File: src/hdl/bqf_pkg.sv
// Shared types, constants and the per-form step sequence of the biquad section.
package bqf_pkg;

    localparam int STATE_BITS      = 32;
    localparam int STATE_FRAC      = 24;
    localparam int SUM_BITS        = 40;
    localparam int DIGIT_BITS      = 4;
    localparam int PC_BITS         = 5;
    localparam int CFG_INDEX_BITS  = 3;
    localparam int FORM_BITS       = 2;
    localparam int SAMPLE_BITS_DEF = 24;
    localparam int COEF_BITS_DEF   = 24;

    localparam logic [CFG_INDEX_BITS-1:0] REG_A0   = 3'd0;
    localparam logic [CFG_INDEX_BITS-1:0] REG_A1   = 3'd1;
    localparam logic [CFG_INDEX_BITS-1:0] REG_A2   = 3'd2;
    localparam logic [CFG_INDEX_BITS-1:0] REG_B1   = 3'd3;
    localparam logic [CFG_INDEX_BITS-1:0] REG_B2   = 3'd4;
    localparam logic [CFG_INDEX_BITS-1:0] REG_FORM = 3'd5;

    typedef enum logic [FORM_BITS-1:0] {
        FORM_DIRECT     = 2'd0,
        FORM_CANONICAL  = 2'd1,
        FORM_TDIRECT    = 2'd2,
        FORM_TCANONICAL = 2'd3
    } form_t;

    typedef enum logic [2:0] {
        S_IDLE,
        S_EXEC,
        S_MUL,
        S_RND,
        S_ACC
    } state_t;

    typedef enum logic [2:0] {
        OP_LOAD,
        OP_ADD,
        OP_MAC,
        OP_STORE,
        OP_END
    } op_t;

    // operand source, also the destination of a store
    typedef enum logic [2:0] {
        SRC_ZERO,
        SRC_X,
        SRC_W,
        SRC_Y,
        SRC_D1,
        SRC_D2,
        SRC_D3,
        SRC_D4
    } src_t;

    typedef enum logic [2:0] {
        CF_A0,
        CF_A1,
        CF_A2,
        CF_B1,
        CF_B2
    } coef_t;

    typedef struct packed {
        op_t   op;
        src_t  src;
        coef_t cf;
        logic  neg;
    } uop_t;

    function automatic uop_t mk(op_t op, src_t src, coef_t cf, logic neg);
        uop_t u;
        u.op  = op;
        u.src = src;
        u.cf  = cf;
        u.neg = neg;
        return u;
    endfunction

    function automatic uop_t ld(src_t src);
        return mk(OP_LOAD, src, CF_A0, 1'b0);
    endfunction

    function automatic uop_t st(src_t dst);
        return mk(OP_STORE, dst, CF_A0, 1'b0);
    endfunction

    // Step sequence for one item; every sum is built in the accumulator and
    // saturated to Q8.24 on store. Old delay values are read before overwritten.
    function automatic uop_t prog_step(form_t form, logic [PC_BITS-1:0] pc);
        uop_t u;
        u = mk(OP_END, SRC_ZERO, CF_A0, 1'b0);
        case (form)
            FORM_DIRECT:
            begin
                case (pc)
                    5'd0:    u = ld(SRC_ZERO);
                    5'd1:    u = mk(OP_MAC, SRC_X, CF_A0, 1'b0);
                    5'd2:    u = mk(OP_MAC, SRC_D1, CF_A1, 1'b0);
                    5'd3:    u = mk(OP_MAC, SRC_D2, CF_A2, 1'b0);
                    5'd4:    u = mk(OP_MAC, SRC_D3, CF_B1, 1'b1);
                    5'd5:    u = mk(OP_MAC, SRC_D4, CF_B2, 1'b1);
                    5'd6:    u = st(SRC_Y);
                    5'd7:    u = ld(SRC_D1);
                    5'd8:    u = st(SRC_D2);
                    5'd9:    u = ld(SRC_X);
                    5'd10:   u = st(SRC_D1);
                    5'd11:   u = ld(SRC_D3);
                    5'd12:   u = st(SRC_D4);
                    5'd13:   u = ld(SRC_Y);
                    5'd14:   u = st(SRC_D3);
                    default: u = mk(OP_END, SRC_ZERO, CF_A0, 1'b0);
                endcase
            end
            FORM_CANONICAL:
            begin
                case (pc)
                    5'd0:    u = ld(SRC_X);
                    5'd1:    u = mk(OP_MAC, SRC_D1, CF_B1, 1'b1);
                    5'd2:    u = mk(OP_MAC, SRC_D2, CF_B2, 1'b1);
                    5'd3:    u = st(SRC_W);
                    5'd4:    u = ld(SRC_ZERO);
                    5'd5:    u = mk(OP_MAC, SRC_W, CF_A0, 1'b0);
                    5'd6:    u = mk(OP_MAC, SRC_D1, CF_A1, 1'b0);
                    5'd7:    u = mk(OP_MAC, SRC_D2, CF_A2, 1'b0);
                    5'd8:    u = st(SRC_Y);
                    5'd9:    u = ld(SRC_D1);
                    5'd10:   u = st(SRC_D2);
                    5'd11:   u = ld(SRC_W);
                    5'd12:   u = st(SRC_D1);
                    default: u = mk(OP_END, SRC_ZERO, CF_A0, 1'b0);
                endcase
            end
            FORM_TDIRECT:
            begin
                case (pc)
                    5'd0:    u = ld(SRC_X);
                    5'd1:    u = mk(OP_ADD, SRC_D3, CF_A0, 1'b0);
                    5'd2:    u = st(SRC_W);
                    5'd3:    u = ld(SRC_D1);
                    5'd4:    u = mk(OP_MAC, SRC_W, CF_A0, 1'b0);
                    5'd5:    u = st(SRC_Y);
                    5'd6:    u = ld(SRC_D4);
                    5'd7:    u = mk(OP_MAC, SRC_W, CF_B1, 1'b1);
                    5'd8:    u = st(SRC_D3);
                    5'd9:    u = ld(SRC_ZERO);
                    5'd10:   u = mk(OP_MAC, SRC_W, CF_B2, 1'b1);
                    5'd11:   u = st(SRC_D4);
                    5'd12:   u = ld(SRC_D2);
                    5'd13:   u = mk(OP_MAC, SRC_W, CF_A1, 1'b0);
                    5'd14:   u = st(SRC_D1);
                    5'd15:   u = ld(SRC_ZERO);
                    5'd16:   u = mk(OP_MAC, SRC_W, CF_A2, 1'b0);
                    5'd17:   u = st(SRC_D2);
                    default: u = mk(OP_END, SRC_ZERO, CF_A0, 1'b0);
                endcase
            end
            default:
            begin
                case (pc)
                    5'd0:    u = ld(SRC_ZERO);
                    5'd1:    u = mk(OP_MAC, SRC_X, CF_A0, 1'b0);
                    5'd2:    u = mk(OP_ADD, SRC_D1, CF_A0, 1'b0);
                    5'd3:    u = st(SRC_Y);
                    5'd4:    u = ld(SRC_D2);
                    5'd5:    u = mk(OP_MAC, SRC_X, CF_A1, 1'b0);
                    5'd6:    u = mk(OP_MAC, SRC_Y, CF_B1, 1'b1);
                    5'd7:    u = st(SRC_D1);
                    5'd8:    u = ld(SRC_ZERO);
                    5'd9:    u = mk(OP_MAC, SRC_X, CF_A2, 1'b0);
                    5'd10:   u = mk(OP_MAC, SRC_Y, CF_B2, 1'b1);
                    5'd11:   u = st(SRC_D2);
                    default: u = mk(OP_END, SRC_ZERO, CF_A0, 1'b0);
                endcase
            end
        endcase
        return u;
    endfunction

endpackage

File: src/hdl/biquad_iir_four_forms.sv
// Second-order IIR section with four selectable structures, digit-serial multiplier.
//
// One sample in, one saturated sample out, through the structure picked by form_select
// (direct, canonical, transposed direct, transposed canonical). A small sequencer walks a
// fixed step list per structure; all five products go through one 32 x 4 bit digit
// multiplier that consumes the coefficient four bits a cycle, most significant digit first.
// Each product runs through the digit steps (S_MUL), rounding (S_RND) and accumulation
// (S_ACC); every load, add and store is a single step. Transposed canonical has the
// shortest step list and transposed direct the longest. The result register frees the
// input side while a result waits; a new item stalls at its last step only if the
// previous result has not been taken. Coefficient and form writes are taken in any
// cycle and should be made while the block is idle.
module biquad_iir_four_forms
    import bqf_pkg::*;
#(
    parameter int SAMPLE_BITS = SAMPLE_BITS_DEF,
    parameter int COEF_BITS   = COEF_BITS_DEF
)
(
    input  logic                          clk,
    input  logic                          rst_n,
    input  logic                          in_valid,
    output logic                          in_ready,
    input  logic signed [SAMPLE_BITS-1:0] sample_in,
    output logic                          out_valid,
    input  logic                          out_ready,
    output logic signed [SAMPLE_BITS-1:0] sample_out,
    output logic                          clipped,
    input  logic                          cfg_valid,
    output logic                          cfg_ready,
    input  logic [CFG_INDEX_BITS-1:0]     cfg_index,
    input  logic [COEF_BITS-1:0]          cfg_data
);

    localparam int NDIG   = (COEF_BITS + DIGIT_BITS - 1) / DIGIT_BITS;
    localparam int CPAD   = NDIG * DIGIT_BITS;
    localparam int PROD_W = STATE_BITS + CPAD;
    localparam int CNT_W  = $clog2(NDIG);
    localparam int RND_SH = COEF_BITS - 2;
    localparam int PP_W   = STATE_BITS + DIGIT_BITS + 1;

    localparam int IN_SH   = (SAMPLE_BITS - 1 > STATE_FRAC) ? SAMPLE_BITS - 1 - STATE_FRAC : 0;
    localparam int IN_LSH  = (SAMPLE_BITS - 1 > STATE_FRAC) ? 0 : STATE_FRAC - SAMPLE_BITS + 1;
    localparam int OUT_SH  = (SAMPLE_BITS - 1 < STATE_FRAC) ? STATE_FRAC - SAMPLE_BITS + 1 : 0;
    localparam int OUT_LSH = (SAMPLE_BITS - 1 < STATE_FRAC) ? 0 : SAMPLE_BITS - 1 - STATE_FRAC;

    localparam longint IN_HALF_L  = (IN_SH > 0) ? (64'sd1 <<< (IN_SH - 1)) : 64'sd0;
    localparam longint OUT_HALF_L = (OUT_SH > 0) ? (64'sd1 <<< (OUT_SH - 1)) : 64'sd0;
    localparam longint OUT_HI_L   = (64'sd1 <<< (SAMPLE_BITS - 1)) - 64'sd1;
    localparam longint ST_HI_L    = (64'sd1 <<< (STATE_BITS - 1)) - 64'sd1;

    localparam logic signed [SUM_BITS-1:0] IN_HALF  = SUM_BITS'(IN_HALF_L);
    localparam logic signed [SUM_BITS-1:0] OUT_HALF = SUM_BITS'(OUT_HALF_L);
    localparam logic signed [SUM_BITS-1:0] OUT_HI   = SUM_BITS'(OUT_HI_L);
    localparam logic signed [SUM_BITS-1:0] OUT_LO   = -OUT_HI - SUM_BITS'(1);
    localparam logic signed [SUM_BITS-1:0] ST_HI    = SUM_BITS'(ST_HI_L);
    localparam logic signed [SUM_BITS-1:0] ST_LO    = -ST_HI - SUM_BITS'(1);
    localparam logic signed [PROD_W-1:0]   RND_HALF = PROD_W'(64'sd1 <<< (COEF_BITS - 3));
    localparam logic [COEF_BITS-1:0]       A0_RESET = COEF_BITS'(64'd1 << (COEF_BITS - 2));

    // control and filter state
    state_t                        state_reg, state_next;
    logic [PC_BITS-1:0]            pc_reg, pc_next;
    logic [CNT_W-1:0]              cnt_reg, cnt_next;
    logic                          out_valid_reg, out_valid_next;
    logic signed [STATE_BITS-1:0]  d1_reg, d1_next;
    logic signed [STATE_BITS-1:0]  d2_reg, d2_next;
    logic signed [STATE_BITS-1:0]  d3_reg, d3_next;
    logic signed [STATE_BITS-1:0]  d4_reg, d4_next;
    logic signed [COEF_BITS-1:0]   a0_reg, a1_reg, a2_reg, b1_reg, b2_reg;
    form_t                         form_reg;

    // datapath
    logic signed [STATE_BITS-1:0]  x_reg, x_next;
    logic signed [STATE_BITS-1:0]  w_reg, w_next;
    logic signed [STATE_BITS-1:0]  y_reg, y_next;
    logic signed [STATE_BITS-1:0]  opnd_reg, opnd_next;
    logic [CPAD-1:0]               coef_sh_reg, coef_sh_next;
    logic signed [PROD_W-1:0]      acc_reg, acc_next;
    logic signed [SUM_BITS-1:0]    sum_reg, sum_next;
    logic signed [SUM_BITS-1:0]    rnd_reg, rnd_next;
    logic signed [SAMPLE_BITS-1:0] sample_out_reg, sample_out_next;
    logic                          clipped_reg, clipped_next;

    uop_t                          uop;
    logic                          out_free;
    logic signed [STATE_BITS-1:0]  src_val;
    logic signed [SUM_BITS-1:0]    src_ext;
    logic signed [COEF_BITS-1:0]   coef_sel;
    logic signed [STATE_BITS-1:0]  sum_sat;
    logic signed [SUM_BITS-1:0]    x_in_wide;
    logic signed [SUM_BITS-1:0]    y_out_wide;
    logic [DIGIT_BITS-1:0]         digit;
    logic signed [DIGIT_BITS:0]    digit_s;
    logic signed [PP_W-1:0]        pp;
    logic signed [PROD_W-1:0]      rnd_full;

    assign uop      = prog_step(form_reg, pc_reg);
    assign out_free = !out_valid_reg || out_ready;

    assign x_in_wide  = ((SUM_BITS'(sample_in) <<< IN_LSH) + IN_HALF) >>> IN_SH;
    assign y_out_wide = ((SUM_BITS'(y_reg) <<< OUT_LSH) + OUT_HALF) >>> OUT_SH;

    // top digit of the coefficient is signed, the rest unsigned
    assign digit    = coef_sh_reg[CPAD-1 -: DIGIT_BITS];
    assign digit_s  = (cnt_reg == '0) ? {digit[DIGIT_BITS-1], digit} : {1'b0, digit};
    assign pp       = PP_W'(opnd_reg) * PP_W'(digit_s);
    assign rnd_full = (acc_reg + RND_HALF) >>> RND_SH;

    always_comb
    begin
        case (uop.src)
            SRC_X:   src_val = x_reg;
            SRC_W:   src_val = w_reg;
            SRC_Y:   src_val = y_reg;
            SRC_D1:  src_val = d1_reg;
            SRC_D2:  src_val = d2_reg;
            SRC_D3:  src_val = d3_reg;
            SRC_D4:  src_val = d4_reg;
            default: src_val = '0;
        endcase
    end

    assign src_ext = SUM_BITS'(src_val);

    always_comb
    begin
        case (uop.cf)
            CF_A0:   coef_sel = a0_reg;
            CF_A1:   coef_sel = a1_reg;
            CF_A2:   coef_sel = a2_reg;
            CF_B1:   coef_sel = b1_reg;
            CF_B2:   coef_sel = b2_reg;
            default: coef_sel = '0;
        endcase
    end

    always_comb
    begin
        if (sum_reg > ST_HI)
        begin
            sum_sat = ST_HI[STATE_BITS-1:0];
        end
        else if (sum_reg < ST_LO)
        begin
            sum_sat = ST_LO[STATE_BITS-1:0];
        end
        else
        begin
            sum_sat = sum_reg[STATE_BITS-1:0];
        end
    end

    // next state
    always_comb
    begin
        state_next = state_reg;
        case (state_reg)
            S_IDLE:
            begin
                if (in_valid)
                begin
                    state_next = S_EXEC;
                end
            end
            S_EXEC:
            begin
                case (uop.op)
                    OP_MAC:
                    begin
                        state_next = S_MUL;
                    end
                    OP_END:
                    begin
                        if (out_free)
                        begin
                            state_next = S_IDLE;
                        end
                    end
                    default:
                    begin
                        state_next = S_EXEC;
                    end
                endcase
            end
            S_MUL:
            begin
                if (cnt_reg == CNT_W'(NDIG - 1))
                begin
                    state_next = S_RND;
                end
            end
            S_RND:
            begin
                state_next = S_ACC;
            end
            S_ACC:
            begin
                state_next = S_EXEC;
            end
            default:
            begin
                state_next = S_IDLE;
            end
        endcase
    end

    // outputs
    always_comb
    begin
        in_ready   = (state_reg == S_IDLE);
        cfg_ready  = 1'b1;
        out_valid  = out_valid_reg;
        sample_out = sample_out_reg;
        clipped    = clipped_reg;
    end

    // datapath next values
    always_comb
    begin
        pc_next         = pc_reg;
        cnt_next        = cnt_reg;
        d1_next         = d1_reg;
        d2_next         = d2_reg;
        d3_next         = d3_reg;
        d4_next         = d4_reg;
        x_next          = x_reg;
        w_next          = w_reg;
        y_next          = y_reg;
        opnd_next       = opnd_reg;
        coef_sh_next    = coef_sh_reg;
        acc_next        = acc_reg;
        sum_next        = sum_reg;
        rnd_next        = rnd_reg;
        sample_out_next = sample_out_reg;
        clipped_next    = clipped_reg;
        out_valid_next  = out_valid_reg && !out_ready;

        case (state_reg)
            S_IDLE:
            begin
                if (in_valid)
                begin
                    x_next  = x_in_wide[STATE_BITS-1:0];
                    pc_next = '0;
                end
            end
            S_EXEC:
            begin
                case (uop.op)
                    OP_LOAD:
                    begin
                        sum_next = src_ext;
                        pc_next  = pc_reg + PC_BITS'(1);
                    end
                    OP_ADD:
                    begin
                        sum_next = sum_reg + src_ext;
                        pc_next  = pc_reg + PC_BITS'(1);
                    end
                    OP_STORE:
                    begin
                        case (uop.src)
                            SRC_W:   w_next  = sum_sat;
                            SRC_Y:   y_next  = sum_sat;
                            SRC_D1:  d1_next = sum_sat;
                            SRC_D2:  d2_next = sum_sat;
                            SRC_D3:  d3_next = sum_sat;
                            SRC_D4:  d4_next = sum_sat;
                            default: y_next  = y_reg;
                        endcase
                        pc_next = pc_reg + PC_BITS'(1);
                    end
                    OP_MAC:
                    begin
                        opnd_next    = src_val;
                        coef_sh_next = CPAD'(coef_sel);
                        acc_next     = '0;
                        cnt_next     = '0;
                    end
                    OP_END:
                    begin
                        if (out_free)
                        begin
                            out_valid_next = 1'b1;
                            if (y_out_wide > OUT_HI)
                            begin
                                sample_out_next = OUT_HI[SAMPLE_BITS-1:0];
                                clipped_next    = 1'b1;
                            end
                            else if (y_out_wide < OUT_LO)
                            begin
                                sample_out_next = OUT_LO[SAMPLE_BITS-1:0];
                                clipped_next    = 1'b1;
                            end
                            else
                            begin
                                sample_out_next = y_out_wide[SAMPLE_BITS-1:0];
                                clipped_next    = 1'b0;
                            end
                        end
                    end
                    default:
                    begin
                        pc_next = pc_reg;
                    end
                endcase
            end
            S_MUL:
            begin
                acc_next     = (acc_reg <<< DIGIT_BITS) + PROD_W'(pp);
                coef_sh_next = coef_sh_reg << DIGIT_BITS;
                cnt_next     = cnt_reg + CNT_W'(1);
            end
            S_RND:
            begin
                rnd_next = rnd_full[SUM_BITS-1:0];
            end
            S_ACC:
            begin
                sum_next = uop.neg ? (sum_reg - rnd_reg) : (sum_reg + rnd_reg);
                pc_next  = pc_reg + PC_BITS'(1);
            end
            default:
            begin
                pc_next = pc_reg;
            end
        endcase
    end

    always_ff @(posedge clk or negedge rst_n)
    begin
        if (!rst_n)
        begin
            state_reg     <= S_IDLE;
            pc_reg        <= '0;
            cnt_reg       <= '0;
            out_valid_reg <= 1'b0;
            d1_reg        <= '0;
            d2_reg        <= '0;
            d3_reg        <= '0;
            d4_reg        <= '0;
            a0_reg        <= A0_RESET;
            a1_reg        <= '0;
            a2_reg        <= '0;
            b1_reg        <= '0;
            b2_reg        <= '0;
            form_reg      <= FORM_DIRECT;
        end
        else
        begin
            state_reg     <= state_next;
            pc_reg        <= pc_next;
            cnt_reg       <= cnt_next;
            out_valid_reg <= out_valid_next;
            d1_reg        <= d1_next;
            d2_reg        <= d2_next;
            d3_reg        <= d3_next;
            d4_reg        <= d4_next;
            if (cfg_valid)
            begin
                case (cfg_index)
                    REG_A0:   a0_reg   <= cfg_data;
                    REG_A1:   a1_reg   <= cfg_data;
                    REG_A2:   a2_reg   <= cfg_data;
                    REG_B1:   b1_reg   <= cfg_data;
                    REG_B2:   b2_reg   <= cfg_data;
                    REG_FORM: form_reg <= form_t'(cfg_data[FORM_BITS-1:0]);
                    default:  form_reg <= form_reg;
                endcase
            end
        end
    end

    always_ff @(posedge clk)
    begin
        x_reg          <= x_next;
        w_reg          <= w_next;
        y_reg          <= y_next;
        opnd_reg       <= opnd_next;
        coef_sh_reg    <= coef_sh_next;
        acc_reg        <= acc_next;
        sum_reg        <= sum_next;
        rnd_reg        <= rnd_next;
        sample_out_reg <= sample_out_next;
        clipped_reg    <= clipped_next;
    end

endmodule

File: config.mk
export PLATFORM = sky130hd
export DESIGN_NAME = biquad_iir_four_forms
export DESIGN_NICKNAME = d
export VERILOG_FILES = /design/src/hdl/bqf_pkg.sv /design/src/hdl/biquad_iir_four_forms.sv
export SDC_FILE = /design/constraint.sdc
export NUM_CORES = 2
export LEC_CHECK = 0
export ABC_AREA = 1
export BUFFER_PORTS_ARGS = -buffer_cell sky130_fd_sc_hd__buf_4
export CORE_MARGIN = 2
export CORE_UTILIZATION = 30
export DETAILED_ROUTE_END_ITERATION = 10
export GPL_TIMING_DRIVEN = 0
export PLACE_DENSITY_LB_ADDON = 0.05
export SLEW_MARGIN = 10
export SYNTH_ARGS = -nofsm -noshare
export SYNTH_HDL_FRONTEND = slang
export SYNTH_SLANG_ARGS = --single-unit
export TNS_END_PERCENT = 100
File: constraint.sdc
create_clock -name clk -period 23.5 [get_ports clk]
set_input_delay 7.05 -clock clk [delete_from_list [all_inputs] [get_ports clk]]
set_output_delay 7.05 -clock clk [all_outputs]
set_load 0.03 [all_outputs]
==> results.py <==
metrics = {
    "cells_and_area": {
        "drive_gt1_share_pct": 7.39,
        "final_nets": 5909,
        "num-fill-cells": 14800,
        "area_growth_pct": 13.9,
        "fin_cells": 7314,
        "final_common_cell": "nand2_1",
        "largest_reg_flops": 56,
        "fin_util_pct": 34.5,
        "mostFrequentLayoutCells": "1570 x nand2_1, 651 x inv_1, 444 x nor2_1",
        "diodes": 0,
    },
    "sta": {
        "tns_ns": 0,
        "rsz0062_at_grt": "no",
        "period_share_pct": 37.6,
        "max_slew_margin_pct": 19.8,
        "tightestPinTransition_ns": 1.20,
        "max_freq_mhz": 113,
        "fin_crit_ns": 8.83,
        "fin_skew_ns": 0.0534,
        "hold_viol": 0,
        "setup-violations-final": 0,
        "maxSlewViolCount": 0,
    },
    "placement": {
        "routabilityCongestion": 0.939,
        "port_buffers": 82,
        "dp.cells": 7175,
        "dp_hpwl_mm": 127,
    },
    "route": {
        "first_pass_iters": 6,
        "post_drt_wl_per_cell_microns": 22.0,
        "postRouteAntennaNets": 0,
        "viasPerCell": 4.89,
        "vias": 35700,
        "drtIter0Drc": 2640,
        "remaining_drc_errors": 0,
        "routed_wl_mm": 161,
    },
    "hold_path": {
        "hold_end": "d3_reg[13]",
        "min_from": "d3_reg[13]",
        "worstHoldPathCells": 2,
        "hp-class": "flop to flop",
    },
    "clock_network": {
        "cts_buffers": 75,
        "clock-sinks": 561,
        "cts_hold_buffers": 0,
        "cts_resized": 0,
        "tritoncts": "done",
        "cts.path.max_buffers": 3,
        "cts.htree.levels": 3,
        "path_clk_slew_ns": 0.06,
        "cts-root-buf": "clkbuf_16",
        "insertion_delay_ns": 0.69,
        "postCtsSetupBuffers": 0,
    },
    "synthesis": {
        "synth_ff_type": "edfxtp_1",
        "yosys_warnings": 0,
        "syn_nets": 5734,
        "synth-async-reset-ratio_pct": 46.7,
        "synthCells": 5283,
        "synth-edff-count": 299,
        "yosysSeqAreaShare_pct": 37.3,
        "postSynthAreaPerCell_sq_um": 7.87,
        "ys_ff_latch": 561,
        "yosysUniqueCellTypes": 58,
        "syn-cell-area_sq_um": 41600,
    },
    "critical_path": {
        "critical_path.top_delay_family": "flip-flops",
        "path_depth": 4,
        "timing.critical_path.buf_inv": 2,
        "cp_slowest_cell": "dfrtp_1",
        "r2r-end": "acc_reg[38]",
        "cp-end-kind": "primary output",
        "crit_top_cell": "nor2_1",
        "r2r_start": "coef_sh_reg[23]",
        "required_ns": 16.45,
        "cp_cell_sequence": "nor2_1 > inv_1 > nor2_1 > buf_4",
        "critPathMaxFanout": 3,
        "worstRegToRegCells": 23,
        "worst-setup-path-type": "flop to primary output",
        "slowest_delay_ns": 0.39,
        "crit_arrival_ns": 1.78,
        "worstSetupStartpointType": "flop",
        "r2r_setup_slack_ns": 15.98,
    },
    "run_status": {
        "status": "complete, no violations",
    },
    "floorplan": {
        "start_util_pct": 30.3,
        "die_x_microns": 376,
        "core_sq_um": 137000,
        "fp.dieH_microns": 376,
        "io_pins": 84,
        "die_area_sq_um": 142000,
        "rows": 136,
    },
    "global_routing": {
        "grt_max_degree": 98,
        "overflow": 0,
        "grt_pass1_wl_mm": 241,
        "grt_pass1_vias": 36200,
        "track_usage_pct": 22.9,
        "grt_antenna_before_repair": 5,
    },
    "run": {
        "max_cap_violations": 0,
    },
}
-- worst max path at each step --
stage / from / endpoint
floorplan: in_valid / x_reg[10]
global placement: pc_reg[0] / cnt_reg[0]
detailed placement: cfg_valid / a0_reg[15]
CTS: state_reg[0] / in_ready
global route: state_reg[0] / in_ready
finish: state_reg[0] / in_ready
-- layer usage --
| layer | share of wire (%) | vias up | GRT usage [%] |
|---|---|---|---|
| met2 | 47 | 805 | 37.9 |
| met5 | 0 | - | 0 |
| met3 | 3.7 | 177 | 2.35 |
| met1 | 47 | 17300 | 31.3 |
| met4 | 2.9 | 0 | 6.94 |
| li1 | - | 17500 | - |
-- worst register-to-register path: cells and delay by family, from the launching register on --
family,cells,cell delay [ns]
compound gates,5,2.05
fa+ha+maj,6,2.82
buf+inv,5,1.16
flops,1,0.35
simple gates,7,0.86
-- cell usage after synthesis (4+ instances only) --
cell / instances / area, sq um
ha_1: 206 / 2580
buf_2: 20 / 100
nor2_2: 5 / 31.3
o211ai_1: 7 / 52.6
nor2_4: 9 / 101
nand2_1: 1570 / 5890
fa_1: 189 / 3780
clkinv_1: 4 / 15.0
edfxtp_1: 299 / 8980
nor3_1: 66 / 330
o21bai_1: 22 / 165
nor3b_1: 4 / 30.0
buf_6: 34 / 383
clkbuf_1: 77 / 289
o21ai_2: 23 / 201
inv_1: 654 / 2450
nand4_1: 45 / 282
o21a_1: 8 / 60.1
nor4_1: 17 / 106
dfrtp_1: 261 / 6530
buf_1: 4 / 15.0
xnor2_1: 42 / 368
o21ai_0: 346 / 1730
nand2_2: 6 / 37.5
or2_2: 43 / 269
a21oi_1: 247 / 1240
inv_2: 11 / 41.3
o21ai_1: 139 / 696
a21boi_0: 9 / 67.6
a31oi_1: 39 / 244
nand3b_1: 11 / 82.6
and3_1: 10 / 62.6
o22ai_1: 4 / 25.0
a21o_1: 9 / 67.6
nor3_2: 4 / 40.0
nand2_4: 10 / 113
xor2_1: 107 / 937
buf_4: 8 / 60.1
nand3_1: 234 / 1170
nor2_1: 450 / 1690
-- through the flow --
step / hold WS, ns / setup WS, ns / cell area (sq um)
floorplan: 0.453 / 14.64 / 41600
global placement: 0.465 / 9.92 / 44500
detailed placement: 0.468 / 14.51 / 44800
CTS: 0.483 / 14.50 / 47400
global route: 0.500 / 14.51 / 47400
finish: 0.482 / 14.67 / 47400
-- logic make-up after synthesis --
| group | share of synthesized area (%) |
|---|---|
| and+or+nand+nor | 24.9 |
| AOI/OAI and AO/OA | 11.2 |
| buffers and inverters | 8.12 |
| DFF | 37.3 |
| adders and majority gates | 15.3 |
| xor gates and xnor gates | 3.14 |
| other | 0.00902 |
-- final cells by class --
class	count	area (sq um)	area share, %
Clock buffer	103	2130	4.49
Inverter	672	2530	5.34
Sequential cell	561	15500	32.8
Multi-Input combinational cell	3907	22700	48.0
Tap cell	1794	2240	4.74
Timing Repair Buffer	98	931	1.96
Buffer	143	847	1.79
Clock inverter	36	423	0.892
Power is not shown: default switching activity piles up to over one toggle a cycle in this logic, so the estimate is an artifact.
